[src/sv/crt_pkg.sv]
// Shared types and constants for the Catmull-Rom curve tessellator.
// No dependencies.
`default_nettype none
package crt_pkg;
  localparam int OUT_W = 28;
  localparam int DETAIL_W = 7;
  localparam int DETAIL_MAX = 64;
  localparam logic [DETAIL_W-1:0] DETAIL_RESET = 7'd50;
  localparam logic KIND_VERTEX = 1'b0;
  localparam logic KIND_END = 1'b1;

  typedef enum logic [2:0] {
    ST_IDLE, ST_TDIV, ST_EVAL, ST_OUT
  } state_t;

  typedef struct packed {
    logic load_seg;
    logic end_seg;
    logic start_div;
    logic start_eval;
    logic next_sample;
  } cmd_t;

  typedef struct packed {
    logic div_done;
    logic eval_done;
    logic last_sample;
  } sts_t;
endpackage
`default_nettype wire

[src/sv/crt_ctrl.sv]
// Controller state machine for the tessellator.
// Depends on crt_pkg.
`default_nettype none
module crt_ctrl (
  input  wire logic clk,
  input  wire logic rst_n,
  input  wire logic in_fire,
  input  wire logic in_kind,
  input  wire logic [1:0] seen,
  input  wire logic out_free,
  input  wire crt_pkg::sts_t sts,
  output crt_pkg::cmd_t cmd,
  output logic busy,
  output logic out_load
);
  import crt_pkg::*;
  state_t state_r, state_nxt;

  always_ff @(posedge clk) begin
    if (!rst_n) state_r <= ST_IDLE;
    else state_r <= state_nxt;
  end

  always_comb begin
    state_nxt = state_r;
    cmd = '0;
    out_load = 1'b0;
    busy = (state_r != ST_IDLE);
    unique case (state_r)
      ST_IDLE: begin
        if (in_fire && seen >= 2'd2) begin
          cmd.load_seg = 1'b1;
          cmd.end_seg = (in_kind == KIND_END);
          cmd.start_div = 1'b1;
          state_nxt = ST_TDIV;
        end
      end
      ST_TDIV: begin
        if (sts.div_done) begin
          cmd.start_eval = 1'b1;
          state_nxt = ST_EVAL;
        end
      end
      ST_EVAL: begin
        if (sts.eval_done) state_nxt = ST_OUT;
      end
      ST_OUT: begin
        if (out_free) begin
          out_load = 1'b1;
          if (sts.last_sample) state_nxt = ST_IDLE;
          else begin
            cmd.next_sample = 1'b1;
            cmd.start_div = 1'b1;
            state_nxt = ST_TDIV;
          end
        end
      end
      default: state_nxt = ST_IDLE;
    endcase
  end
endmodule
`default_nettype wire

[src/sv/crt_datapath.sv]
// Datapath: vertex window, coefficients, t divider and shared Horner unit.
// Depends on crt_pkg.
`default_nettype none
module crt_datapath #(
  parameter int COORD_WIDTH = 16,
  parameter int T_FRAC_BITS = 16
) (
  input  wire logic clk,
  input  wire logic rst_n,
  input  wire logic in_fire,
  input  wire logic in_kind,
  input  wire logic signed [COORD_WIDTH-1:0] in_x,
  input  wire logic signed [COORD_WIDTH-1:0] in_y,
  input  wire logic [crt_pkg::DETAIL_W-1:0] detail,
  input  wire crt_pkg::cmd_t cmd,
  output crt_pkg::sts_t sts,
  output logic [1:0] seen,
  output logic signed [crt_pkg::OUT_W-1:0] res [4],
  output logic res_last
);
  import crt_pkg::*;
  localparam int CW = COORD_WIDTH + 4;
  localparam int TW = T_FRAC_BITS + 1;
  localparam int HW = CW + T_FRAC_BITS + 4;
  localparam int NW = T_FRAC_BITS + 8;
  localparam int SH = T_FRAC_BITS - 7;

  logic signed [COORD_WIDTH-1:0] wx_r [3], wy_r [3];
  logic [1:0] seen_r;
  logic signed [CW-1:0] a_r [2][4];
  logic [6:0] n_r, c_r;
  logic [TW-1:0] t_r [2];
  logic [NW-1:0] num_r;
  logic [TW-1:0] q_r;
  logic [4:0] dcnt_r;
  logic dbusy_r, ddone_r, tsel_r;
  logic signed [HW-1:0] h_r;
  logic [1:0] k_r;
  logic [1:0] pidx_r;
  logic ebusy_r, edone_r;

  assign seen = seen_r;

  function automatic logic signed [CW-1:0] sx(input logic signed [COORD_WIDTH-1:0] v);
    return CW'(v);
  endfunction

  logic [6:0] n_clip;
  always_comb begin
    n_clip = detail;
    if (detail == '0) n_clip = 7'd1;
    else if (detail > 7'(DETAIL_MAX)) n_clip = 7'(DETAIL_MAX);
  end

  always_ff @(posedge clk) begin
    logic signed [CW-1:0] p [2][4];
    logic b;
    if (!rst_n) begin
      seen_r <= '0;
      for (int i = 0; i < 3; i++) begin wx_r[i] <= '0; wy_r[i] <= '0; end
    end else if (in_fire) begin
      b = (seen_r == 2'd3);
      p[0][0] = sx(wx_r[0]); p[1][0] = sx(wy_r[0]);
      p[0][1] = b ? sx(wx_r[1]) : sx(wx_r[0]);
      p[1][1] = b ? sx(wy_r[1]) : sx(wy_r[0]);
      p[0][2] = b ? sx(wx_r[2]) : sx(wx_r[1]);
      p[1][2] = b ? sx(wy_r[2]) : sx(wy_r[1]);
      if (in_kind == KIND_END) begin
        p[0][3] = CW'(2 * p[0][2] - p[0][1]);
        p[1][3] = CW'(2 * p[1][2] - p[1][1]);
      end else begin
        p[0][3] = sx(in_x); p[1][3] = sx(in_y);
      end
      if (cmd.load_seg) begin
        for (int d = 0; d < 2; d++) begin
          a_r[d][0] <= CW'(2 * p[d][1]);
          a_r[d][1] <= CW'(p[d][2] - p[d][0]);
          a_r[d][2] <= CW'(2 * p[d][0] - 5 * p[d][1] + 4 * p[d][2] - p[d][3]);
          a_r[d][3] <= CW'(-p[d][0] + 3 * p[d][1] - 3 * p[d][2] + p[d][3]);
        end
      end
      if (in_kind == KIND_END) begin
        seen_r <= '0;
        for (int i = 0; i < 3; i++) begin wx_r[i] <= '0; wy_r[i] <= '0; end
      end else if (seen_r < 2'd3) begin
        wx_r[seen_r] <= in_x; wy_r[seen_r] <= in_y;
        seen_r <= seen_r + 2'd1;
      end else begin
        wx_r[0] <= wx_r[1]; wy_r[0] <= wy_r[1];
        wx_r[1] <= wx_r[2]; wy_r[1] <= wy_r[2];
        wx_r[2] <= in_x; wy_r[2] <= in_y;
      end
    end
  end

  // Restoring divider: t = (c*2^(T+1) + n) / (2n), two samples in turn.
  logic [7:0] den;
  logic [NW:0] trial;
  assign den = {n_r, 1'b0};
  assign trial = {1'b0, num_r} - ({1'b0, NW'(den)} << (TW - 1 - dcnt_r));
  always_ff @(posedge clk) begin
    if (!rst_n) begin
      dbusy_r <= 1'b0; ddone_r <= 1'b0; c_r <= '0; n_r <= 7'd1; tsel_r <= 1'b0;
    end else begin
      ddone_r <= 1'b0;
      if (cmd.load_seg) begin c_r <= '0; n_r <= n_clip; end
      else if (cmd.next_sample) c_r <= c_r + 7'd1;
      if (cmd.start_div) begin
        dbusy_r <= 1'b1; tsel_r <= 1'b0; dcnt_r <= '0; q_r <= '0;
        num_r <= (NW'(cmd.load_seg ? 7'd0 : c_r + 7'd1) << (T_FRAC_BITS + 1))
               + NW'(cmd.load_seg ? n_clip : n_r);
      end else if (dbusy_r) begin
        if (dcnt_r == 5'(TW - 1)) begin
          t_r[tsel_r] <= q_r | (trial[NW] ? '0 : TW'(1));
          dcnt_r <= '0; q_r <= '0;
          if (tsel_r) begin dbusy_r <= 1'b0; ddone_r <= 1'b1; end
          else begin
            tsel_r <= 1'b1;
            num_r <= (NW'(c_r + 7'd1) << (T_FRAC_BITS + 1)) + NW'(n_r);
          end
        end else begin
          if (!trial[NW]) begin
            num_r <= trial[NW-1:0];
            q_r <= q_r | (TW'(1) << (TW - 1 - dcnt_r));
          end
          dcnt_r <= dcnt_r + 5'd1;
        end
      end
    end
  end

  // Shared Horner unit: four coordinates, three steps each.
  logic signed [HW-1:0] mag, hmul;
  logic [HW+TW-1:0] prod;
  logic [HW-1:0] rnd;
  logic signed [HW-1:0] pt_mag;
  logic signed [HW-1:0] pt;
  assign mag = h_r[HW-1] ? -h_r : h_r;
  assign prod = (HW+TW)'(mag) * (HW+TW)'(t_r[pidx_r[1]]);
  assign rnd = HW'((prod + (HW+TW)'(1 << (T_FRAC_BITS - 1))) >> T_FRAC_BITS);
  assign hmul = h_r[HW-1] ? -$signed(rnd) : $signed(rnd);
  assign pt_mag = HW'(({1'b0, mag} + (HW+1)'(1 << (SH - 1))) >> SH);
  assign pt = h_r[HW-1] ? -pt_mag : pt_mag;

  always_ff @(posedge clk) begin
    logic signed [HW-1:0] sat;
    if (!rst_n) begin
      ebusy_r <= 1'b0; edone_r <= 1'b0;
    end else begin
      edone_r <= 1'b0;
      if (cmd.start_eval) begin
        ebusy_r <= 1'b1; pidx_r <= '0; k_r <= 2'd3;
        h_r <= HW'(a_r[0][3]) <<< T_FRAC_BITS;
      end else if (ebusy_r) begin
        if (k_r != 2'd0) begin
          h_r <= (HW'(a_r[pidx_r[0]][k_r - 2'd1]) <<< T_FRAC_BITS) + hmul;
          k_r <= k_r - 2'd1;
        end else begin
          if (pt > HW'((1 <<< (OUT_W - 1)) - 1)) sat = HW'((1 <<< (OUT_W - 1)) - 1);
          else if (pt < -HW'(1 <<< (OUT_W - 1))) sat = -HW'(1 <<< (OUT_W - 1));
          else sat = pt;
          res[pidx_r] <= OUT_W'(sat);
          res_last <= (c_r + 7'd1 == n_r);
          k_r <= 2'd3;
          pidx_r <= pidx_r + 2'd1;
          h_r <= HW'(a_r[~pidx_r[0]][3]) <<< T_FRAC_BITS;
          if (pidx_r == 2'd3) begin ebusy_r <= 1'b0; edone_r <= 1'b1; end
        end
      end
    end
  end

  assign sts.div_done = ddone_r;
  assign sts.eval_done = edone_r;
  assign sts.last_sample = (c_r + 7'd1 == n_r);
endmodule
`default_nettype wire

[src/sv/catmull_rom_curve_tessellator.sv]
// Top level of the Catmull-Rom curve tessellator.
// Depends on crt_pkg, crt_ctrl and crt_datapath.
`default_nettype none
// Streams control vertices; each vertex that completes a segment, and each end
// word with two or more stored vertices, produces detail point-pair words
// (detail clipped to 1..64). Vertices that complete no segment are only stored.
// Per pair the controller runs a bit-serial divider for the two t values and
// then the shared Horner multiplier over four coordinates. Input is not taken
// while a segment is being produced; the output register frees the datapath
// once a word is taken.
module catmull_rom_curve_tessellator #(
  parameter int COORD_WIDTH = 16,
  parameter int T_FRAC_BITS = 16
) (
  input  wire logic clk,
  input  wire logic rst_n,
  input  wire logic cfg_we,
  input  wire logic [crt_pkg::DETAIL_W-1:0] cfg_wdata,
  input  wire logic in_tvalid,
  output logic in_tready,
  // tdata: vertex_x [15:0], vertex_y [31:16]
  input  wire logic [31:0] in_tdata,
  // tuser: kind
  input  wire logic in_tuser,
  output logic out_tvalid,
  input  wire logic out_tready,
  // tdata: first_x, first_y, second_x, second_y (28 bits each, lowest first)
  output logic [111:0] out_tdata,
  output logic out_tlast
);
  import crt_pkg::*;
  logic [DETAIL_W-1:0] detail_r;
  cmd_t cmd;
  sts_t sts;
  logic busy, out_load, in_fire, res_last;
  logic [1:0] seen;
  logic signed [OUT_W-1:0] res [4];

  always_ff @(posedge clk) begin
    if (!rst_n) detail_r <= DETAIL_RESET;
    else if (cfg_we) detail_r <= cfg_wdata;
  end

  assign in_tready = !busy;
  assign in_fire = in_tvalid && in_tready;

  crt_ctrl u_ctrl (
    .clk, .rst_n, .in_fire, .in_kind(in_tuser), .seen,
    .out_free(!out_tvalid || out_tready), .sts, .cmd, .busy, .out_load
  );

  crt_datapath #(.COORD_WIDTH(COORD_WIDTH), .T_FRAC_BITS(T_FRAC_BITS)) u_dp (
    .clk, .rst_n, .in_fire, .in_kind(in_tuser),
    .in_x(COORD_WIDTH'(in_tdata[15:0])), .in_y(COORD_WIDTH'(in_tdata[31:16])),
    .detail(detail_r), .cmd, .sts, .seen, .res, .res_last
  );

  always_ff @(posedge clk) begin
    if (!rst_n) out_tvalid <= 1'b0;
    else if (out_load) out_tvalid <= 1'b1;
    else if (out_tready) out_tvalid <= 1'b0;
  end
  always_ff @(posedge clk) begin
    if (out_load) begin
      out_tdata <= {res[3], res[2], res[1], res[0]};
      out_tlast <= res_last;
    end
  end

  a_no_accept_busy: assert property (@(posedge clk) disable iff (!rst_n)
    busy |-> !in_fire) else $error("input taken while busy");
  a_load_free: assert property (@(posedge clk) disable iff (!rst_n)
    out_load |-> (!out_tvalid || out_tready)) else $error("output overwritten");
endmodule
`default_nettype wire
[config.mk]
export PLATFORM = sky130hd
export DESIGN_NAME = catmull_rom_curve_tessellator
export DESIGN_NICKNAME = d
export VERILOG_FILES = /design/src/sv/crt_pkg.sv /design/src/sv/crt_ctrl.sv /design/src/sv/crt_datapath.sv /design/src/sv/catmull_rom_curve_tessellator.sv
export SDC_FILE = /design/constraint.sdc
export NUM_CORES = 2
export LEC_CHECK = 0
export BUFFER_PORTS_ARGS = -buffer_cell sky130_fd_sc_hd__buf_2
export CORE_ASPECT_RATIO = 1.5
export CORE_UTILIZATION = 45
export CTS_BUF_LIST = sky130_fd_sc_hd__clkbuf_2
export DETAILED_ROUTE_END_ITERATION = 8
export GPL_ROUTABILITY_DRIVEN = 1
export PLACE_DENSITY_LB_ADDON = 0.08
export SLEW_MARGIN = 10
export SYNTH_ARGS = -nofsm -noshare
export SYNTH_HDL_FRONTEND = slang
export SYNTH_SLANG_ARGS = --single-unit
export TNS_END_PERCENT = 10
[constraint.sdc]
create_clock -name clk -period 13.1 [get_ports clk]
set_input_delay 0.655 -clock clk [delete_from_list [all_inputs] [get_ports clk]]
set_output_delay 0.655 -clock clk [all_outputs]
set_load 0.005 [all_outputs]
==> impl_results.md <==
- Detail Route Antenna Nets: 0
- DRC: 0
- Num rows: about 170
- Final setup fails: 0
- Total CTS buffers: about 160
- Leakage: ~0.033 µW
- Final GP Congestion: roughly 0.93
- Detailed placement HPWL: ~160000 µm
- Type of the worst setup path: register to register
- Starting Density: between 40% and 50%
- H-tree Lvls: 4
- Post-synth EDFFs: 597
- Die ar.: roughly 150000 µm²
- Maximum vdd ir drop: about 0.29 mV
- Fin cells: between 9000 and 10000
- Worst Path Arrival: approximately 14 ns
- Clock slew at reported path FFs: 0.10 ns
- CP peak stage delay: roughly 0.63 ns
- Slew Viols, Final: 0
- Worst clock skew: between 0.1 and 0.15 ns
- Vias: 48900
- Final worst path period share: between 90% and 100%
- Status: finished, final reports clean
- Hold Slack: approximately 0.26 ns
- Most common cell after layout, fill and taps aside: inv_1
- Final min period: around 13 ns
- CTS tree: built
- Dominant synthesized flop cell: edfxtp_1
- WL final: approximately 190000 µm
- Clk sinks: 630
- I/O pin count: between 150 and 200
- Via density: ~5.4
- Setup tns final: 0 ns
- Placed insts: roughly 8700
- DRT Pass-1 Iters: 6
- Worst slew pin tran: about 1.3 ns
- Synth Register Bits: between 600 and 700
- Area grow syn2layout: 9.86%
- GRT Overall Usage: a little over a quarter
- Cell count after synthesis: about 6700
- Iter 0 DRT Violations: 2375
- Most frequent cells in the layout: 1189 x inv_1, 867 x fa_1, 692 x nor2_1
- First-pass GRT wire length: 304000 µm
- Tightest Hold Check Type: primary input to register
- Unrepaired setup endpoints after global routing: false
- R2R Setup Slk: 0.59 ns
- Worst-path fanout max: 20
- Gr ovfl total: 0
- CP max stage cell: fa_1
- Asr flop ratio synth: 0%
- Syn_area_per_cell: about 10 µm²
- Slew Limit Headroom: about an eighth
- Fmax: 0.0800 GHz
- Chip width: 318 µm
- Worst setup EP type: register
- Port-buffer cells: between 150 and 200
- Largest net degree at the start of global routing: 76
- Pwr Total: around 15000 µW
- Mapped Nets: 8116
- Hold Fails Final Rpt: 0
- Yosys warnings: 0
- Vias in the first global route: ~53000
- Layout Nets: roughly 8500
- CTS Buffer Depth: 3
- Worst EP required: ~14 ns
- Max Cap Violations: 0
- Core footprint: ~150000 µm²
- Share of post-route cells with drive strength above 1: roughly 11%
- Root Buffer: clkbuf_2
- Antenna violations before repair: 6
- Netlist Area Pre-Place: around 67000 µm²
- Post-synthesis sequential area ratio: around 28%
- Worst-Skew Late Latency: between 1.5 and 2 ns
- DR WL/cell: between 20 and 25 µm
- Worst Setup Start Kind: register
- Worst path most repeated cell: fa_1
- Die Ht: 475 µm
- Post-synth cell types: 100
- Pwr/cell area: between 200 and 250 nW/µm²
[metrics by stage]
stage	utilization [%]	setup WS [ns]	area, µm²
finish	49.8	0.594	73900
global placement	48.0	0.167	71100
CTS	49.7	0.239	73700
floorplan	-	1.29	67300
global route	49.8	0.00300	73900
detailed placement	48.0	0.0392	71100
[metal layers]
layer	GRT usage [%]	part of all wire [%]	up-vias
met2	50.8	54	1222
li1	-	-	22700
met5	0	0.018	-
met3	3.35	3.8	492
met4	14.2	5.5	6
met1	28.2	37	24400
[sequential cells by signal, indices dropped and copies added, names as in the netlist, 2 cells and up, named ones only]
| name | flops |
|---|---|
| u_dp.res | 112 |
| u_dp.a_r | 152 |
| u_dp.q_r | 17 |
| u_dp.num_r | 23 |
| out_tdata | 112 |
| u_dp.h_r | 40 |
| u_dp.seen | 2 |
| u_ctrl.state_r | 2 |
| u_dp.wx_r | 48 |
| u_dp.dcnt_r | 5 |
| u_dp.wy_r | 48 |
| u_dp.n_r | 7 |
| u_dp.pidx_r | 2 |
| u_dp.c_r | 7 |
| u_dp.k_r | 2 |
| detail_r | 7 |
| u_dp.t_r | 34 |
[power breakdown]
part,total [µW],switching [µW],internal [µW]
logic,10800,6370,4470
clock network,1460,882,573
registers,3040,48.6,2990
[logic make-up after synthesis]
kind of cell	count (synthesis)	synth area share, %
simple gates	1775	11.8
buf+inv	1438	8.10
fa+ha+maj	1384	35.4
compound gates	931	9.16
flops	630	27.6
xor+xnor	367	4.78
mux	162	3.15
[critical path: cells and delay by family, from the launching register on]
family                   cells  cell delay, ns
AO/OA/AOI/OAI               15            3.55
XOR/XNOR                     4            1.18
adder cells (fa/ha/maj)      8            3.94
buffers and inverters        4            0.35
flip-flops                   1            0.48
AND/OR/NAND/NOR              8            2.69
[timing repair]
item,4_1_cts,5_1_grt
pin swaps,0,1
endpoints found under the setup margin,1,8
endpoints found under the hold margin,308,0
hold buffers,103,0
buffers inserted,0,1
gates resized for setup,1,24
[cell usage after synthesis, types with 24 or more instances]
| library cell | instances | area [µm²] |
|---|---|---|
| a21boi_0 | 41 | 308 |
| a21o_1 | 47 | 353 |
| a21oi_1 | 197 | 986 |
| a22o_1 | 65 | 569 |
| a31oi_1 | 36 | 225 |
| and2_1 | 66 | 413 |
| and3_1 | 25 | 156 |
| clkbuf_1 | 215 | 807 |
| dfxtp_1 | 33 | 661 |
| edfxtp_1 | 597 | 17900 |
| fa_1 | 867 | 17400 |
| ha_1 | 517 | 6470 |
| inv_1 | 1190 | 4470 |
| mux2_2 | 45 | 507 |
| mux2i_1 | 81 | 811 |
| mux4_2 | 35 | 788 |
| nand2_1 | 588 | 2210 |
| nand2b_1 | 32 | 200 |
| nand3_1 | 58 | 290 |
| nand4_1 | 26 | 163 |
| nor2_1 | 694 | 2610 |
| nor2b_1 | 46 | 288 |
| nor3_1 | 85 | 425 |
| nor4_1 | 25 | 156 |
| o211ai_1 | 27 | 203 |
| o21a_1 | 45 | 338 |
| o21ai_0 | 234 | 1170 |
| o21bai_1 | 24 | 180 |
| o31ai_1 | 34 | 255 |
| or3_1 | 30 | 188 |
| xnor2_1 | 248 | 2170 |
| xor2_1 | 119 | 1040 |
[path summary, 6_finish.rpt]
| check | cells past startpoint | from | endpoint |
|---|---|---|---|
| setup / recovery | 39 | u_dp.h_r[7]$_SDFFCE_PN0P_ | u_dp.h_r[39]$_DFFE_PP_ |
| hold / removal | 5 | in_tdata[31] | u_dp.a_r[1][19]$_DFFE_PP_ |
| setup reg to reg | 39 | u_dp.h_r[7]$_SDFFCE_PN0P_ | u_dp.h_r[39]$_DFFE_PP_ |
| hold reg to reg | 0 | u_dp.res[36]$_DFFE_PP_ | out_tdata[64]$_DFFE_PP_ |
[cell type report]
cell class / count / area (µm²)
Clock inverter: 61 / 474
Inverter: 1195 / 4490
Multi-Input combinational cell: 4619 / 43600
Antenna cell: 9 / 22.5
Clock buffer: 217 / 1090
Fill cell: 13900 / 74400
Timing Repair Buffer: 444 / 3210
Sequential cell: 630 / 18600
Tap cell: 1925 / 2410
Note: power is estimated with default switching activity, not from simulation.
